**config.mk**
```make
export PLATFORM = sky130hd
export DESIGN_NAME = lcd_mode_timing_registers
export DESIGN_NICKNAME = d
export VERILOG_FILES = /design/src/rtl/core/lmt_pkg.sv /design/src/rtl/core/lmt_core.sv /design/src/rtl/core/lcd_mode_timing_registers.sv
export SDC_FILE = /design/constraint.sdc
export NUM_CORES = 1
export LEC_CHECK = 0
export ABC_AREA = 1
export BUFFER_PORTS_ARGS = -buffer_cell sky130_fd_sc_hd__buf_2
export CAP_MARGIN = 20
export CORE_MARGIN = 1
export CORE_UTILIZATION = 50
export DETAILED_ROUTE_END_ITERATION = 12
export HOLD_SLACK_MARGIN = 0.06
export PLACE_DENSITY = 0.82
export SLEW_MARGIN = 5
export SYNTH_ARGS = -nofsm -noshare
export SYNTH_HDL_FRONTEND = slang
export SYNTH_HIERARCHICAL = 1
export SYNTH_SLANG_ARGS = --single-unit
```
**constraint.sdc**
```tcl
create_clock -name clk -period 3.85 [get_ports clk]
set_input_delay 0.77 -clock clk [delete_from_list [all_inputs] [get_ports clk]]
set_output_delay 0.77 -clock clk [all_outputs]
set_load 0.02 [all_outputs]
```
**src/rtl/core/lmt_pkg.sv**
```systemverilog
package lmt_pkg;

    // item kinds
    localparam logic [1:0] KIND_TICK  = 2'd0;
    localparam logic [1:0] KIND_READ  = 2'd1;
    localparam logic [1:0] KIND_WRITE = 2'd2;

    // mode durations in cpu cycles
    localparam logic [7:0] HBLANK_CYCLES = 8'd204;
    localparam logic [7:0] OAM_CYCLES    = 8'd80;
    localparam logic [7:0] VRAM_CYCLES   = 8'd172;

    // line limits
    localparam logic [7:0] VBLANK_LINE     = 8'd144;
    localparam logic [7:0] LINES_PER_FRAME = 8'd154;

    // register addresses
    localparam logic [15:0] ADDR_LCDC = 16'hff40;
    localparam logic [15:0] ADDR_STAT = 16'hff41;
    localparam logic [15:0] ADDR_SCY  = 16'hff42;
    localparam logic [15:0] ADDR_SCX  = 16'hff43;
    localparam logic [15:0] ADDR_LY   = 16'hff44;
    localparam logic [15:0] ADDR_LYC  = 16'hff45;
    localparam logic [15:0] ADDR_DMA  = 16'hff46;
    localparam logic [15:0] ADDR_BGP  = 16'hff47;
    localparam logic [15:0] ADDR_OBP0 = 16'hff48;
    localparam logic [15:0] ADDR_OBP1 = 16'hff49;
    localparam logic [15:0] ADDR_WY   = 16'hff4a;
    localparam logic [15:0] ADDR_WX   = 16'hff4b;

    // display mode, as shown in the stat mode field
    typedef enum logic [1:0] {
        MODE_HBLANK = 2'd0,
        MODE_VBLANK = 2'd1,
        MODE_OAM    = 2'd2,
        MODE_VRAM   = 2'd3
    } mode_t;

    // decoded register select
    typedef enum logic [3:0] {
        SEL_NONE,
        SEL_LCDC,
        SEL_STAT,
        SEL_SCY,
        SEL_SCX,
        SEL_LY,
        SEL_LYC,
        SEL_DMA,
        SEL_BGP,
        SEL_OBP0,
        SEL_OBP1,
        SEL_WY,
        SEL_WX
    } reg_sel_t;

    // input item
    typedef struct packed {
        logic [1:0]  kind;
        logic [15:0] address;
        logic [7:0]  write_data;
        logic [7:0]  elapsed_cycles;
    } lmt_in_t;

    // result item
    typedef struct packed {
        logic [7:0] read_data;
        logic       claimed;
        logic       vblank_request;
        logic       stat_request;
        logic [1:0] current_mode;
        logic [7:0] current_line;
    } lmt_out_t;

endpackage

```
**src/rtl/core/lmt_core.sv**
```systemverilog
module lmt_core
    import lmt_pkg::*;
(
    input  logic     clk,
    input  logic     rst_n,
    input  logic     step,
    input  lmt_in_t  item,
    output lmt_out_t result
);

    // register state
    logic [7:0]  ctrl_reg, ctrl_next;
    logic [5:0]  stat_hi_reg, stat_hi_next;
    mode_t       mode_reg, mode_next;
    logic [7:0]  scy_reg, scy_next;
    logic [7:0]  scx_reg, scx_next;
    logic [7:0]  ly_reg, ly_next;
    logic [7:0]  lyc_reg, lyc_next;
    logic [7:0]  bgp_reg, bgp_next;
    logic [7:0]  obp0_reg, obp0_next;
    logic [7:0]  obp1_reg, obp1_next;
    logic [7:0]  wy_reg, wy_next;
    logic [7:0]  wx_reg, wx_next;
    logic [15:0] accum_reg, accum_next;

    logic        is_tick;
    logic        is_read;
    logic        is_write;
    logic        lcd_on;
    logic [16:0] sum;
    logic [15:0] sat;
    logic [7:0]  need;
    logic        due;
    logic [7:0]  line_inc;
    logic [7:0]  line_wrap;
    logic        vbl_hit;
    logic        coincide;
    logic [1:0]  mode_show;
    reg_sel_t    sel;

    // status enable bits (stat_hi_reg[i] holds stat bit i+2)
    logic en_hbl, en_vbl, en_oam, en_lyc;
    assign en_hbl = stat_hi_reg[1];
    assign en_vbl = stat_hi_reg[2];
    assign en_oam = stat_hi_reg[3];
    assign en_lyc = stat_hi_reg[4];

    // item kind
    assign is_tick  = (item.kind == KIND_TICK);
    assign is_read  = (item.kind == KIND_READ);
    assign is_write = (item.kind == KIND_WRITE);
    assign lcd_on   = ctrl_reg[7];

    // saturating accumulator sum
    assign sum = {1'b0, accum_reg} + {9'd0, item.elapsed_cycles};
    assign sat = sum[16] ? 16'hffff : sum[15:0];

    // duration of the current mode
    always_comb
    begin
        case (mode_reg)
            MODE_HBLANK: need = HBLANK_CYCLES;
            MODE_OAM:    need = OAM_CYCLES;
            MODE_VRAM:   need = VRAM_CYCLES;
            default:     need = 8'd0;
        endcase
    end

    assign due = (mode_reg != MODE_VBLANK) && (sat >= {8'd0, need});

    // line advance on hblank to oam
    assign line_inc  = ly_reg + 8'd1;
    assign line_wrap = (line_inc >= LINES_PER_FRAME) ? 8'd0 : line_inc;
    assign vbl_hit   = (line_inc == VBLANK_LINE);

    // stat read view
    assign coincide  = (ly_reg == lyc_reg);
    assign mode_show = (ly_reg >= VBLANK_LINE) ? MODE_VBLANK : mode_reg;

    // address decode
    always_comb
    begin
        unique case (item.address)
            ADDR_LCDC: sel = SEL_LCDC;
            ADDR_STAT: sel = SEL_STAT;
            ADDR_SCY:  sel = SEL_SCY;
            ADDR_SCX:  sel = SEL_SCX;
            ADDR_LY:   sel = SEL_LY;
            ADDR_LYC:  sel = SEL_LYC;
            ADDR_DMA:  sel = SEL_DMA;
            ADDR_BGP:  sel = SEL_BGP;
            ADDR_OBP0: sel = SEL_OBP0;
            ADDR_OBP1: sel = SEL_OBP1;
            ADDR_WY:   sel = SEL_WY;
            ADDR_WX:   sel = SEL_WX;
            default:   sel = SEL_NONE;
        endcase
    end

    // next state
    always_comb
    begin
        ctrl_next    = ctrl_reg;
        stat_hi_next = stat_hi_reg;
        mode_next    = mode_reg;
        scy_next     = scy_reg;
        scx_next     = scx_reg;
        ly_next      = ly_reg;
        lyc_next     = lyc_reg;
        bgp_next     = bgp_reg;
        obp0_next    = obp0_reg;
        obp1_next    = obp1_reg;
        wy_next      = wy_reg;
        wx_next      = wx_reg;
        accum_next   = accum_reg;
        if (step)
        begin
            case (item.kind)
                KIND_TICK:
                begin
                    if (!lcd_on)
                    begin
                        ly_next   = 8'd0;
                        mode_next = MODE_HBLANK;
                    end
                    else
                    begin
                        accum_next = sat;
                        if (due)
                        begin
                            accum_next = sat - {8'd0, need};
                            unique case (mode_reg)
                                MODE_HBLANK:
                                begin
                                    mode_next = MODE_OAM;
                                    ly_next   = line_wrap;
                                end
                                MODE_OAM:  mode_next = MODE_VRAM;
                                MODE_VRAM: mode_next = MODE_HBLANK;
                                default:   mode_next = mode_reg;
                            endcase
                        end
                    end
                end
                KIND_READ:
                begin
                    if (sel == SEL_STAT)
                    begin
                        stat_hi_next[0] = coincide;
                    end
                end
                KIND_WRITE:
                begin
                    unique case (sel)
                        SEL_LCDC:
                        begin
                            if (!ctrl_reg[7] && item.write_data[7])
                            begin
                                ly_next    = 8'd0;
                                accum_next = 16'd0;
                                mode_next  = MODE_OAM;
                            end
                            ctrl_next = item.write_data;
                        end
                        SEL_STAT: stat_hi_next = item.write_data[7:2];
                        SEL_SCY:  scy_next     = item.write_data;
                        SEL_SCX:  scx_next     = item.write_data;
                        SEL_LYC:  lyc_next     = item.write_data;
                        SEL_BGP:  bgp_next     = item.write_data;
                        SEL_OBP0: obp0_next    = item.write_data;
                        SEL_OBP1: obp1_next    = item.write_data;
                        SEL_WY:   wy_next      = item.write_data;
                        SEL_WX:   wx_next      = item.write_data;
                        default:  ctrl_next    = ctrl_reg;
                    endcase
                end
                default:
                begin
                    ctrl_next = ctrl_reg;
                end
            endcase
        end
    end

    // result fields
    always_comb
    begin
        result = '0;
        if (is_read)
        begin
            result.claimed = (sel != SEL_NONE) && (sel != SEL_DMA);
            case (sel)
                SEL_LCDC: result.read_data = ctrl_reg;
                SEL_STAT: result.read_data = {1'b1, stat_hi_reg[4:1], coincide, mode_show};
                SEL_SCY:  result.read_data = scy_reg;
                SEL_SCX:  result.read_data = scx_reg;
                SEL_LY:   result.read_data = ly_reg;
                SEL_LYC:  result.read_data = lyc_reg;
                SEL_BGP:  result.read_data = bgp_reg;
                SEL_OBP0: result.read_data = obp0_reg;
                SEL_OBP1: result.read_data = obp1_reg;
                SEL_WY:   result.read_data = wy_reg;
                SEL_WX:   result.read_data = wx_reg;
                default:  result.read_data = 8'd0;
            endcase
        end
        if (is_write)
        begin
            result.claimed = (sel != SEL_NONE);
        end
        if (is_tick && lcd_on && due)
        begin
            if (mode_reg == MODE_HBLANK)
            begin
                result.vblank_request = vbl_hit;
                result.stat_request   = (vbl_hit && en_vbl) || en_oam
                                        || (en_lyc && (lyc_reg == line_wrap));
            end
            if (mode_reg == MODE_VRAM)
            begin
                result.stat_request = en_hbl;
            end
        end
        result.current_mode = mode_next;
        result.current_line = ly_next;
    end

    // state registers
    always_ff @(posedge clk or negedge rst_n)
    begin
        if (!rst_n)
        begin
            ctrl_reg    <= 8'd0;
            stat_hi_reg <= 6'd0;
            mode_reg    <= MODE_HBLANK;
            scy_reg     <= 8'd0;
            scx_reg     <= 8'd0;
            ly_reg      <= 8'd0;
            lyc_reg     <= 8'd0;
            bgp_reg     <= 8'd0;
            obp0_reg    <= 8'd0;
            obp1_reg    <= 8'd0;
            wy_reg      <= 8'd0;
            wx_reg      <= 8'd0;
            accum_reg   <= 16'd0;
        end
        else
        begin
            ctrl_reg    <= ctrl_next;
            stat_hi_reg <= stat_hi_next;
            mode_reg    <= mode_next;
            scy_reg     <= scy_next;
            scx_reg     <= scx_next;
            ly_reg      <= ly_next;
            lyc_reg     <= lyc_next;
            bgp_reg     <= bgp_next;
            obp0_reg    <= obp0_next;
            obp1_reg    <= obp1_next;
            wy_reg      <= wy_next;
            wx_reg      <= wx_next;
            accum_reg   <= accum_next;
        end
    end

endmodule

```
**src/rtl/core/lcd_mode_timing_registers.sv**
```systemverilog
// lcd mode timing and register block: one result item for every input item
// an item is held in the input register, then its result in the result register
// throughput: one item per cycle while the result side is not stalled, set by the single
// pass through lmt_core between the input register and the result register
// reset: asynchronous, active low; valid bits, core registers, mode and line go to zero
module lcd_mode_timing_registers
    import lmt_pkg::*;
(
    input  logic     clk,
    input  logic     rst_n,
    input  logic     item_valid,
    output logic     item_stall,
    input  lmt_in_t  item,
    output logic     result_valid,
    input  logic     result_stall,
    output lmt_out_t result
);

    logic     stage_valid_reg, stage_valid_next;
    lmt_in_t  stage_item_reg;
    logic     result_valid_reg, result_valid_next;
    lmt_out_t result_reg;
    lmt_out_t core_result;
    logic     advance;
    logic     step;

    // pipeline flow control
    assign advance    = !result_valid_reg || !result_stall;
    assign step       = stage_valid_reg && advance;
    assign item_stall = stage_valid_reg && !advance;

    assign stage_valid_next  = item_stall ? 1'b1 : item_valid;
    assign result_valid_next = advance ? step : 1'b1;

    // state and per-item logic
    lmt_core u_core (
        .clk    (clk),
        .rst_n  (rst_n),
        .step   (step),
        .item   (stage_item_reg),
        .result (core_result)
    );

    // valid bits
    always_ff @(posedge clk or negedge rst_n)
    begin
        if (!rst_n)
        begin
            stage_valid_reg  <= 1'b0;
            result_valid_reg <= 1'b0;
        end
        else
        begin
            stage_valid_reg  <= stage_valid_next;
            result_valid_reg <= result_valid_next;
        end
    end

    // payload registers
    always_ff @(posedge clk)
    begin
        if (!item_stall)
        begin
            stage_item_reg <= item;
        end
        if (step)
        begin
            result_reg <= core_result;
        end
    end

    assign result_valid = result_valid_reg;
    assign result       = result_reg;

    // line counter stays inside the frame
    a_line_range: assert property (@(posedge clk) disable iff (!rst_n)
        result_valid |-> (result.current_line < LINES_PER_FRAME))
        else $error("line counter out of range");

    // vblank request only on entry to line 144 in oam mode
    a_vblank_line: assert property (@(posedge clk) disable iff (!rst_n)
        (result_valid && result.vblank_request) |->
        ((result.current_line == VBLANK_LINE) && (result.current_mode == MODE_OAM)))
        else $error("vblank request off line 144");

    // register accesses raise no interrupt request
    a_access_quiet: assert property (@(posedge clk) disable iff (!rst_n)
        (result_valid && result.claimed) |->
        (!result.vblank_request && !result.stat_request))
        else $error("request raised on a register access");

    // the mode field never reports vblank
    a_mode_code: assert property (@(posedge clk) disable iff (!rst_n)
        result_valid |-> (result.current_mode != MODE_VBLANK))
        else $error("vblank mode code in mode field");

    // a stalled input item stays in the input register
    a_stage_hold: assert property (@(posedge clk) disable iff (!rst_n)
        item_stall |=> stage_valid_reg)
        else $error("input item dropped while stalled");

endmodule

```
==> results.txt, run 1 <==
Initial detailed-routing violation count: 704
Maxcap violations: 0
Initial antenna violation count: 0
Setup CP Type: register to register
CTS tree: yes
Commonest register cell after synthesis: dfrtp_1
FF+latch count, synth: 159
Max incr delay on CP: 0.39 ns
Slew Viols, Final: 0
Critical path required time: 4.02 ns
Ratio of cells with drive above 1 in the final layout: 14.62%
Final setup violation count: 0
Syn_nets: 1220
CTS root buf: clkbuf_16
Crit path launch type: register
Vias in the first global route: 7528
Die Y-Extent: 136.5 µm
Post-layout nets: 1289
FMAX: 278.4 MHz
Clock transition at path regs: 0.06 ns
Pre-CTS setup slack: 0.1154 ns
Crit path cell chain: ha_2 -> fa_2 -> nand2_1 -> nand2_1 -> nand3_1 -> nand2_2 -> nand2_2 -> inv_2 -> or2_2 -> ha_2 -> nand3_1 -> nor2_1 -> nand4_1 -> nand2_1 -> inv_1 -> nand3_4 -> nor2_8 -> nor2_8 -> nand2_4 -> nand2_1 -> nand2_2 -> nand2_1 -> nand2_1
CTS max path bufs: 2
Global-route wire length before repair: 36970 µm
Sequential-to-total area share from yosys stat: 47.05%
Clk_skew: 0.01537 ns
Syn_area_per_cell: 7.821 µm²
Maximum VDD drop: 0.3711 mV
Routed WL: 22630 µm
Cell leakage power: 0.005044 µW
Distinct cell type count after synthesis: 45
Antenna Cells: 0
Post-DRT Antenna Nets: 0
IO Port Bufs: 60
Core Rows: 48
Initial Util: 51.73%
# DRC: 0
Via count: 7955
Wire per inst: 15.47 µm
Final setup margin: 0.2585 ns
HPWL after detailed placement: 16270 µm
Clock latency on the worst-skew pair: 0.44 ns
CP most frequent cell: nand2_1
Die area: 18620 µm²
Worst hold path type: input pin to async pin
CP Capture Type: register
Pin count of the biggest net entering global routing: 56
I/O Pins: 61
Unrepaired setup endpoints after global routing: no
Synth warn: 6
Delay-heaviest family, CP: simple AND/OR/NAND/NOR gates
Status: finished clean
Area delta synth->final: 13.47%
Worst Tran Pin Value: 0.7495 ns
Setup TNS: 0 ns
PD cells: 429.5 nW/µm²
Post-synthesis async set-or-reset flop share: 65.41%
Chip Width: 136.5 µm
Via density: 5.437
Tmin final: 3.592 ns
Slowest library cell on the worst path: ha_2
Hold Vio Cnt, Final: 0
Relative slew slack: 50.03%
Bufs and invs on worst path: 2
CP arrival: 3.77 ns
H-tree Lvls: 4
CTS Buf Count: 17
Syn Inst Count: 1156
Final Wtd Congestion: 0.9705
Total GRT Usage: 26.12%
Max FFs per register: 34
CTS Sinks: 159
EDFF count, synth: 55
Mapped cell area: 9041 µm²
Grt total ovfl: 0
Final period util: 93.29%
Peak fanout along the critical path: 10
Placeable Area: 17480 µm²
Hold-fix buffers at CTS: 0
First-pass DRT Iterations: 5
==> cell usage after synthesis (7+ instances only) <==
library cell | n | area (µm²)
nand2_1 | 373 | 1400
inv_1 | 112 | 420.4
nor2_1 | 108 | 405.4
nand3_1 | 107 | 535.5
dfrtp_1 | 104 | 2603
o21ai_0 | 72 | 360.4
edfxtp_1 | 55 | 1652
o21ai_1 | 26 | 130.1
ha_1 | 24 | 300.3
nand4_1 | 21 | 131.4
a21oi_1 | 19 | 95.09
inv_2 | 16 | 60.06
nand2_2 | 13 | 81.33
buf_2 | 10 | 50.05
xor2_1 | 10 | 87.58
nor3_1 | 8 | 40.04
clkbuf_1 | 7 | 26.28
==> report_power, final <==
part | leakage (µW) | internal, µW | switching, µW
sequential | 0.00199 | 1830 | 45.8
combinational | 0.00278 | 314 | 567
clock | 0.000276 | 921 | 731
total | 0.00504 | 3060 | 1340
==> final timing paths <==
check	depth (start not counted)	startpoint	slack (ns)	endpoint
worst max-delay path	23	stage_item_reg[0]	0.26	result[0]
worst min-delay path	1	rst_n	0.40	u_core/accum_reg[13]
worst max register to register	23	stage_item_reg[0]	0.26	result[0]
worst min register to register	2	u_core/accum_reg[0]	0.49	u_core/accum_reg[0]
max in group asynchronous	2	rst_n	2.61	u_core/obp0_reg[5]
min in group clk	2	u_core/accum_reg[0]	0.49	u_core/accum_reg[0]
==> through the flow <==
| step | utilization, % | total power, µW | instance area (µm²) | hold WS (ns) | cells |
|---|---|---|---|---|---|
| floorplan | - | 2491 | 9041 | 0.4459 | 1156 |
| global route | 58.70 | 4596 | 10260 | 0.4534 | 1463 |
| global placement | 55.00 | 2707 | 9613 | 0.4607 | 1431 |
| finish | 58.70 | 4406 | 10260 | 0.3997 | 1463 |
| detailed placement | 55.00 | 2719 | 9613 | 0.4712 | 1431 |
| CTS | 58.28 | 4372 | 10180 | 0.4152 | 1463 |
==> timing repair <==
action | 4_1_cts | 5_1_grt
setup endpoints to repair | 0 | 34
gates resized for setup | 0 | 14
setup buffers | 0 | 0
==> cell usage in the layout (no fill, tap or decap), types with 14 or more instances in the layout <==
master     netlist  layout
nand2_1        373     373
o21ai_0         72      72
inv_2           16      16
buf_4            4      14
buf_2           10      59
o21ai_1         26      26
dfrtp_1        104     104
ha_1            24      19
clkbuf_16        0      17
edfxtp_1        55      55
nand3_1        107     107
inv_1          112     112
nand4_1         21      21
a21oi_1         19      17
nor2_1         108     106
==> final cells by class <==
class                   instances  area, µm²
fillers                      1548       7218
flip-flops and latches        159       4254
multi-input cells             845       4250
inverters                     128      480.5
clock buffers                  19      442.9
repair buffers                 74      420.4
well taps                     225      281.5
clock inverters                13      128.9
==> logic make-up (layout without fill, tap and decap cells) <==
group	count (synthesis)	count (layout)	share of synthesized area, %
simple gates	665	665	32.15
compound gates	139	139	8.788
xor+xnor	15	15	1.453
fa+ha+maj	26	26	3.764
buf+inv	152	234	6.795
flops	159	159	47.05
==> per-layer routing <==
metal	GRT usage [%]	up-vias	part of all wire [%]
li1	-	3909	-
met1	33.36	3666	43
met2	42.84	330	48
met3	5.257	50	6.4
met4	11.54	0	2.8
met5	0	-	0
No activity file was read; power rests on OpenSTA's default activity.
==> run 2, diff against run 1 <==
--- a/config.mk
+++ b/config.mk
@@ -10,11 +10,11 @@
 export CAP_MARGIN = 20
 export CORE_MARGIN = 1
 export CORE_UTILIZATION = 50
+export CTS_CLUSTER_SIZE = 24
 export DETAILED_ROUTE_END_ITERATION = 12
 export HOLD_SLACK_MARGIN = 0.06
 export PLACE_DENSITY = 0.82
 export SLEW_MARGIN = 5
 export SYNTH_ARGS = -nofsm -noshare
 export SYNTH_HDL_FRONTEND = slang
-export SYNTH_HIERARCHICAL = 1
 export SYNTH_SLANG_ARGS = --single-unit
==> run 2 against run 1 <==
Via count up 0.39%. Critical path depth is 2 lower. Total power grew 2.6%. Area after synthesis is 0.55% higher. First-iteration DRC count up 24%. Core utilization grew 0.33 points.
==> results.txt, run 2 <==
Status: finished clean
Routed WL: 23410 µm
Commonest cells after routing, fill and taps aside: 315 x nand2_1, 129 x inv_1, 104 x dfrtp_1
Crit path launch type: register
Post-layout nets: 1260
Syn_nets: 1184
H-tree Lvls: 4
CTS max path bufs: 2
Peak fanout along the critical path: 7
CTS Sinks: 159
Grt total ovfl: 0
Hold Vio Cnt, Final: 0
Clock transition at path regs: 0.06 ns
M3 GR Usage: 6.296%
M2 GR Usage: 42.55%
Area delta synth->final: 13.87%
IO Port Bufs: 60
Most Crowded Layer GR: met2
CTS Buf Count: 17
Distinct cell type count after synthesis: 45
Post-route cell area: 10350 µm²
Pre-CTS setup slack: -0.002662 ns
CP Capture Type: register
Syn_area_per_cell: 8.110 µm²
CTS tree: yes
Tmin final: 3.686 ns
Initial Util: 51.84%
HPWL after detailed placement: 16700 µm
Most frequent cells after synthesis: 315 x nand2_1, 130 x inv_1, 104 x dfrtp_1
Final Wtd Congestion: 0.9300
First-pass DRT Iterations: 8
Initial detailed-routing violation count: 873
Slew Viols, Final: 0
Total GRT Usage: 26.38%
Total Power: 4519 µW
Worst Tran Pin Value: 0.8944 ns
Mapped cell area: 9091 µm²
Sequential-to-total area share from yosys stat: 46.79%
Area leader, netlist: dfrtp_1
Placeable Area: 17540 µm²
Area after DPL: 9666 µm²
Die Y-Extent: 136.8 µm
CTS root buf: clkbuf_16
CP arrival: 3.84 ns
R2R Setup Slk: 0.16 ns
Count leader, synth: nand2_1
Hold-fix buffers at CTS: 0
Die area: 18730 µm²
Vias in the first global route: 7555
Commonest non-fill, non-tap cell in the layout: nand2_1
Share of Yosys cell area claimed by the top area cell type: 28.63%
Cell leakage power: 0.005062 µW
Synth warn: 0
Syn Inst Count: 1121
Maximum VDD drop: 0.5274 mV
Worst hold path type: input pin to async pin
WHS: 0.4332 ns
Final setup margin: 0.1641 ns
Max FFs per register: 34
# DRC: 0
Post-synthesis async set-or-reset flop share: 65.41%
EDFF count, synth: 55
Wire per inst: 16.31 µm
Final setup violation count: 0
Critical path required time: 4.00 ns
FF+latch count, synth: 159
Ratio of cells with drive above 1 in the final layout: 16.20%
Via density: 5.565
Chip Width: 136.8 µm
Setup TNS: 0 ns
Commonest register cell after synthesis: dfrtp_1
Antenna Cells: 0
Core Rows: 48
Clock latency on the worst-skew pair: 0.43 ns
Final period util: 95.74%
Setup CP Type: register to register
Global-route wire length before repair: 37740 µm
GR Util met1: 34.30%
Initial antenna violation count: 0
Post-DRT Antenna Nets: 0
Maxcap violations: 0
Relative slew slack: 40.31%
Clk_skew: 0.01272 ns
FMAX: 271.3 MHz
Via count: 7986
PD cells: 436.5 nW/µm²
I/O Pins: 61
Pin count of the biggest net entering global routing: 66
Synth top area cells: dfrtp_1 29%, edfxtp_1 18%, nand2_1 13%
[run 2: worst paths after layout]
check | to | cells past startpoint | start
min reg2reg | u_core.wy_reg[5] | 2 | u_core.wy_reg[5]
max | result[9] | 21 | stage_item_reg[0]
max in group asynchronous | u_core.lyc_reg[0] | 2 | rst_n
min | u_core.obp0_reg[7] | 1 | rst_n
max reg2reg | result[9] | 21 | stage_item_reg[0]
min in group clk | u_core.wy_reg[5] | 2 | u_core.wy_reg[5]
[run 2: timing repair]
action / in CTS / in global routing
gates resized for setup: 1 / 19
setup buffers: 0 / 3
cloned: 0 / 0
setup endpoints to repair: 3 / 36
pin swaps: 0 / 6
[run 2: report_power, final]
part	switching (µW)	internal [µW]	total, µW
Sequential	91.2	1850	1940
Clock	712	925	1640
Combinational	613	329	942
[run 2: critical path, cell delays in order, from the launching register on]
cell      delay, ns
edfxtp_1       0.39
ha_2           0.21
fa_2           0.35
nand3_2        0.10
nand3_4        0.09
nand2_4        0.10
nand2_4        0.06
nand2_4        0.06
inv_2          0.06
or2_4          0.26
ha_1           0.30
a21o_1         0.21
nand2_1        0.06
nand2_1        0.08
a21oi_2        0.15
inv_1          0.08
nor2_1         0.09
nand3_1        0.12
nor2_2         0.12
nand3_2        0.14
o211ai_1       0.24
a31oi_1        0.15
[run 2: metrics by stage]
stage | utilization [%] | cells
global route | 59.03 | 1435
detailed placement | 55.12 | 1400
CTS | 58.40 | 1432
floorplan | - | 1121
finish | 59.03 | 1435
global placement | 55.12 | 1400
[run 2: cell type report]
type	instances	area, µm²
Sequential cell	159	4254
Clock inverter	9	72.57
Fill cell	1515	7184
Timing Repair Buffer	82	471.7
Inverter	144	540.5
Multi-Input combinational cell	793	4233
Clock buffer	23	499.2
Tap cell	225	281.5
[run 2: cells by family (layout without fill, tap and decap cells)]
group | after synthesis | in the layout | synth area share (%)
multiplexers | 6 | 6 | 0.6606
AO/OA/AOI/OAI | 158 | 158 | 9.813
AND/OR/NAND/NOR | 582 | 582 | 29.36
XOR/XNOR | 22 | 22 | 2.120
flip-flops | 159 | 159 | 46.79
adder cells (fa/ha/maj) | 25 | 25 | 3.606
buffers and inverters | 169 | 258 | 7.652
[run 2: metal layers]
metal	part of all wire [%]	vias up
met5	0	-
met4	3.2	0
met3	8.0	68
met2	47	358
met1	42	3736
li1	-	3824
==> run 3, diff against run 2 <==
--- a/config.mk
+++ b/config.mk
@@ -14,7 +14,9 @@
 export DETAILED_ROUTE_END_ITERATION = 12
 export HOLD_SLACK_MARGIN = 0.06
 export PLACE_DENSITY = 0.82
+export REMOVE_ABC_BUFFERS = 1
 export SLEW_MARGIN = 5
 export SYNTH_ARGS = -nofsm -noshare
 export SYNTH_HDL_FRONTEND = slang
 export SYNTH_SLANG_ARGS = --single-unit
+export TNS_END_PERCENT = 1
==> run 3 against run 2 <==
Critical path type unchanged. Cell count shrank 0.14%. Core utilization up 0.27 points. Via count is 0.19% higher. Sequential power about the same. Die area is the same.
==> results.txt, run 3 (same netlist as run 2, synthesis figures left out) <==
Switching Share: 32.96%
CTS Sinks: 159
Crit path launch type: register
H-tree Lvls: 4
CP Capture Type: register
Unrepaired setup endpoints after global routing: no
Cell leakage power: 0.005072 µW
Clock latency on the worst-skew pair: 0.45 ns
Post-layout nets: 1258
Setup CP Type: register to register
Maxcap violations: 0
Chip Width: 136.8 µm
Antenna Cells: 0
Worst hold path type: input pin to async pin
PD cells: 446.4 nW/µm²
Setup TNS: 0 ns
Post-DRT Antenna Nets: 0
CP arrival: 3.83 ns
Maximum VDD drop: 0.3312 mV
Pin count of the biggest net entering global routing: 68
Internal Power: 3112 µW
Slowest library cell on the worst path: ha_1
Die Y-Extent: 136.8 µm
CP most frequent cell: nand2_4
CTS tree: yes
Clock transition at path regs: 0.07 ns
CTS max path bufs: 2
Total GRT Usage: 26.16%
CTS Buf Count: 17
Comb power frac: 20.6%
Flop pwr share: 41.7%
Via density: 5.583
WHS: 0.4570 ns
Slew Viols, Final: 0
Initial detailed-routing violation count: 798
Initial antenna violation count: 0
Tmin final: 3.646 ns
Hold-fix buffers at CTS: 0
Commonest non-fill, non-tap cell in the layout: nand2_1
Max FFs per register: 34
First-pass DRT Iterations: 6
Global-route wire length before repair: 37200 µm
HPWL after detailed placement: 16350 µm
Clk_skew: 0.01187 ns
IO Port Bufs: 60
Peak fanout along the critical path: 8
Relative slew slack: 37.61%
Final Wtd Congestion: 0.9293
CTS root buf: clkbuf_16
Grt total ovfl: 0
Final period util: 94.70%
Core Rows: 48
Hold Vio Cnt, Final: 0
# DRC: 0
Routed WL: 23170 µm
Die area: 18730 µm²
Crit path cell chain: ha_2 -> fa_2 -> nand3_1 -> nand3_2 -> nand2_4 -> nand2_4 -> nand2_4 -> nand3_1 -> ha_1 -> a21oi_1 -> nand2_1 -> a21oi_2 -> inv_1 -> nor2_1 -> nand3_1 -> nor2_2 -> nand3_2 -> nand2_4 -> nand2_1 -> o211ai_1 -> a21boi_1
I/O Pins: 61
Initial Util: 51.84%
Via count: 8001
Worst Tran Pin Value: 0.9359 ns
FMAX: 274.3 MHz
Clk pwr share: 37.7%
Placeable Area: 17540 µm²
Sw Pwr: 1530 µW
Total Power: 4642 µW
Critical path required time: 4.03 ns
Vias in the first global route: 7529
Final setup violation count: 0
Max incr delay on CP: 0.40 ns
Ratio of cells with drive above 1 in the final layout: 16.23%
Commonest cells after routing, fill and taps aside: 315 x nand2_1, 130 x inv_1, 104 x dfrtp_1
Wire per inst: 16.17 µm
Area delta synth->final: 14.40%
Status: finished clean
==> run 3: changes by cell type in the layout (fill, tap and decap cells not counted), moves of 3 or more <==
cell and delta:
inv_8 +4, clkinv_4 -3, clkinv_8 +5, clkbuf_8 -3
==> run 3: path summary, 6_finish.rpt <==
kind / startpoint / to / slack [ns] / depth (start not counted)
hold / removal: rst_n / u_core.accum_reg[5] / 0.46 / 1
min in group clk: stage_item_reg[12] / u_core.ctrl_reg[4] / 0.48 / 2
max in group asynchronous: rst_n / u_core.bgp_reg[0] / 2.62 / 2
hold reg to reg: stage_item_reg[12] / u_core.ctrl_reg[4] / 0.48 / 2
setup reg to reg: stage_item_reg[0] / result[8] / 0.20 / 21
setup / recovery: stage_item_reg[0] / result[8] / 0.20 / 21
==> run 3: what timing repair did <==
item	4_1_cts	5_1_grt
gates resized for setup	3	18
pin swaps	0	5
setup buffers	0	4
endpoints found under the setup margin	7	36
==> run 3: stage by stage <==
step                      instance area [µm²]  util, %  instances  setup slack, ns
after floorplan                          8936        -       1096         0.006231
after global placement                   9643    54.99       1397           0.1117
after detailed placement                 9643    54.99       1397         -0.03401
after CTS                               10280    58.64       1429          0.04368
after global routing                    10400    59.30       1433         0.003023
final                                   10400    59.30       1433           0.2042
==> run 3: power groups by stage <==
| stage | sequential, µW | clock, µW | combinational (µW) |
|---|---|---|---|
| global route | 1950 | 1820 | 1050 |
| finish | 1940 | 1750 | 955 |
| CTS | 1940 | 1750 | 891 |
| detailed placement | 1970 | 0 | 863 |
| global placement | 1970 | 0 | 841 |
| floorplan | 1970 | 0 | 580 |
==> run 3: critical path: cells and delay by family, from the launching register on <==
family / cells / cell delay, ns
flops: 1 / 0.37
fa+ha+maj: 3 / 0.97
simple gates: 13 / 1.37
buf+inv: 1 / 0.07
compound gates: 4 / 0.62
==> run 3: per-layer routing <==
| metal | vias up | share of wire, % | track usage [%] |
|---|---|---|---|
| li1 | 3826 | - | - |
| met1 | 3749 | 42 | 33.20 |
| met2 | 364 | 48 | 42.41 |
| met3 | 62 | 7.8 | 6.259 |
| met4 | 0 | 2.6 | 11.78 |
| met5 | - | 0 | 0 |
==> run 3: final cells by class <==
type                            instances  area, µm²
Clock buffer                           17      425.4
Clock inverter                         15      195.2
Fill cell                            1496       7137
Inverter                              144      540.5
Multi-Input combinational cell        793       4250
Sequential cell                       159       4254
Tap cell                              225      281.5
Timing Repair Buffer                   80      452.9
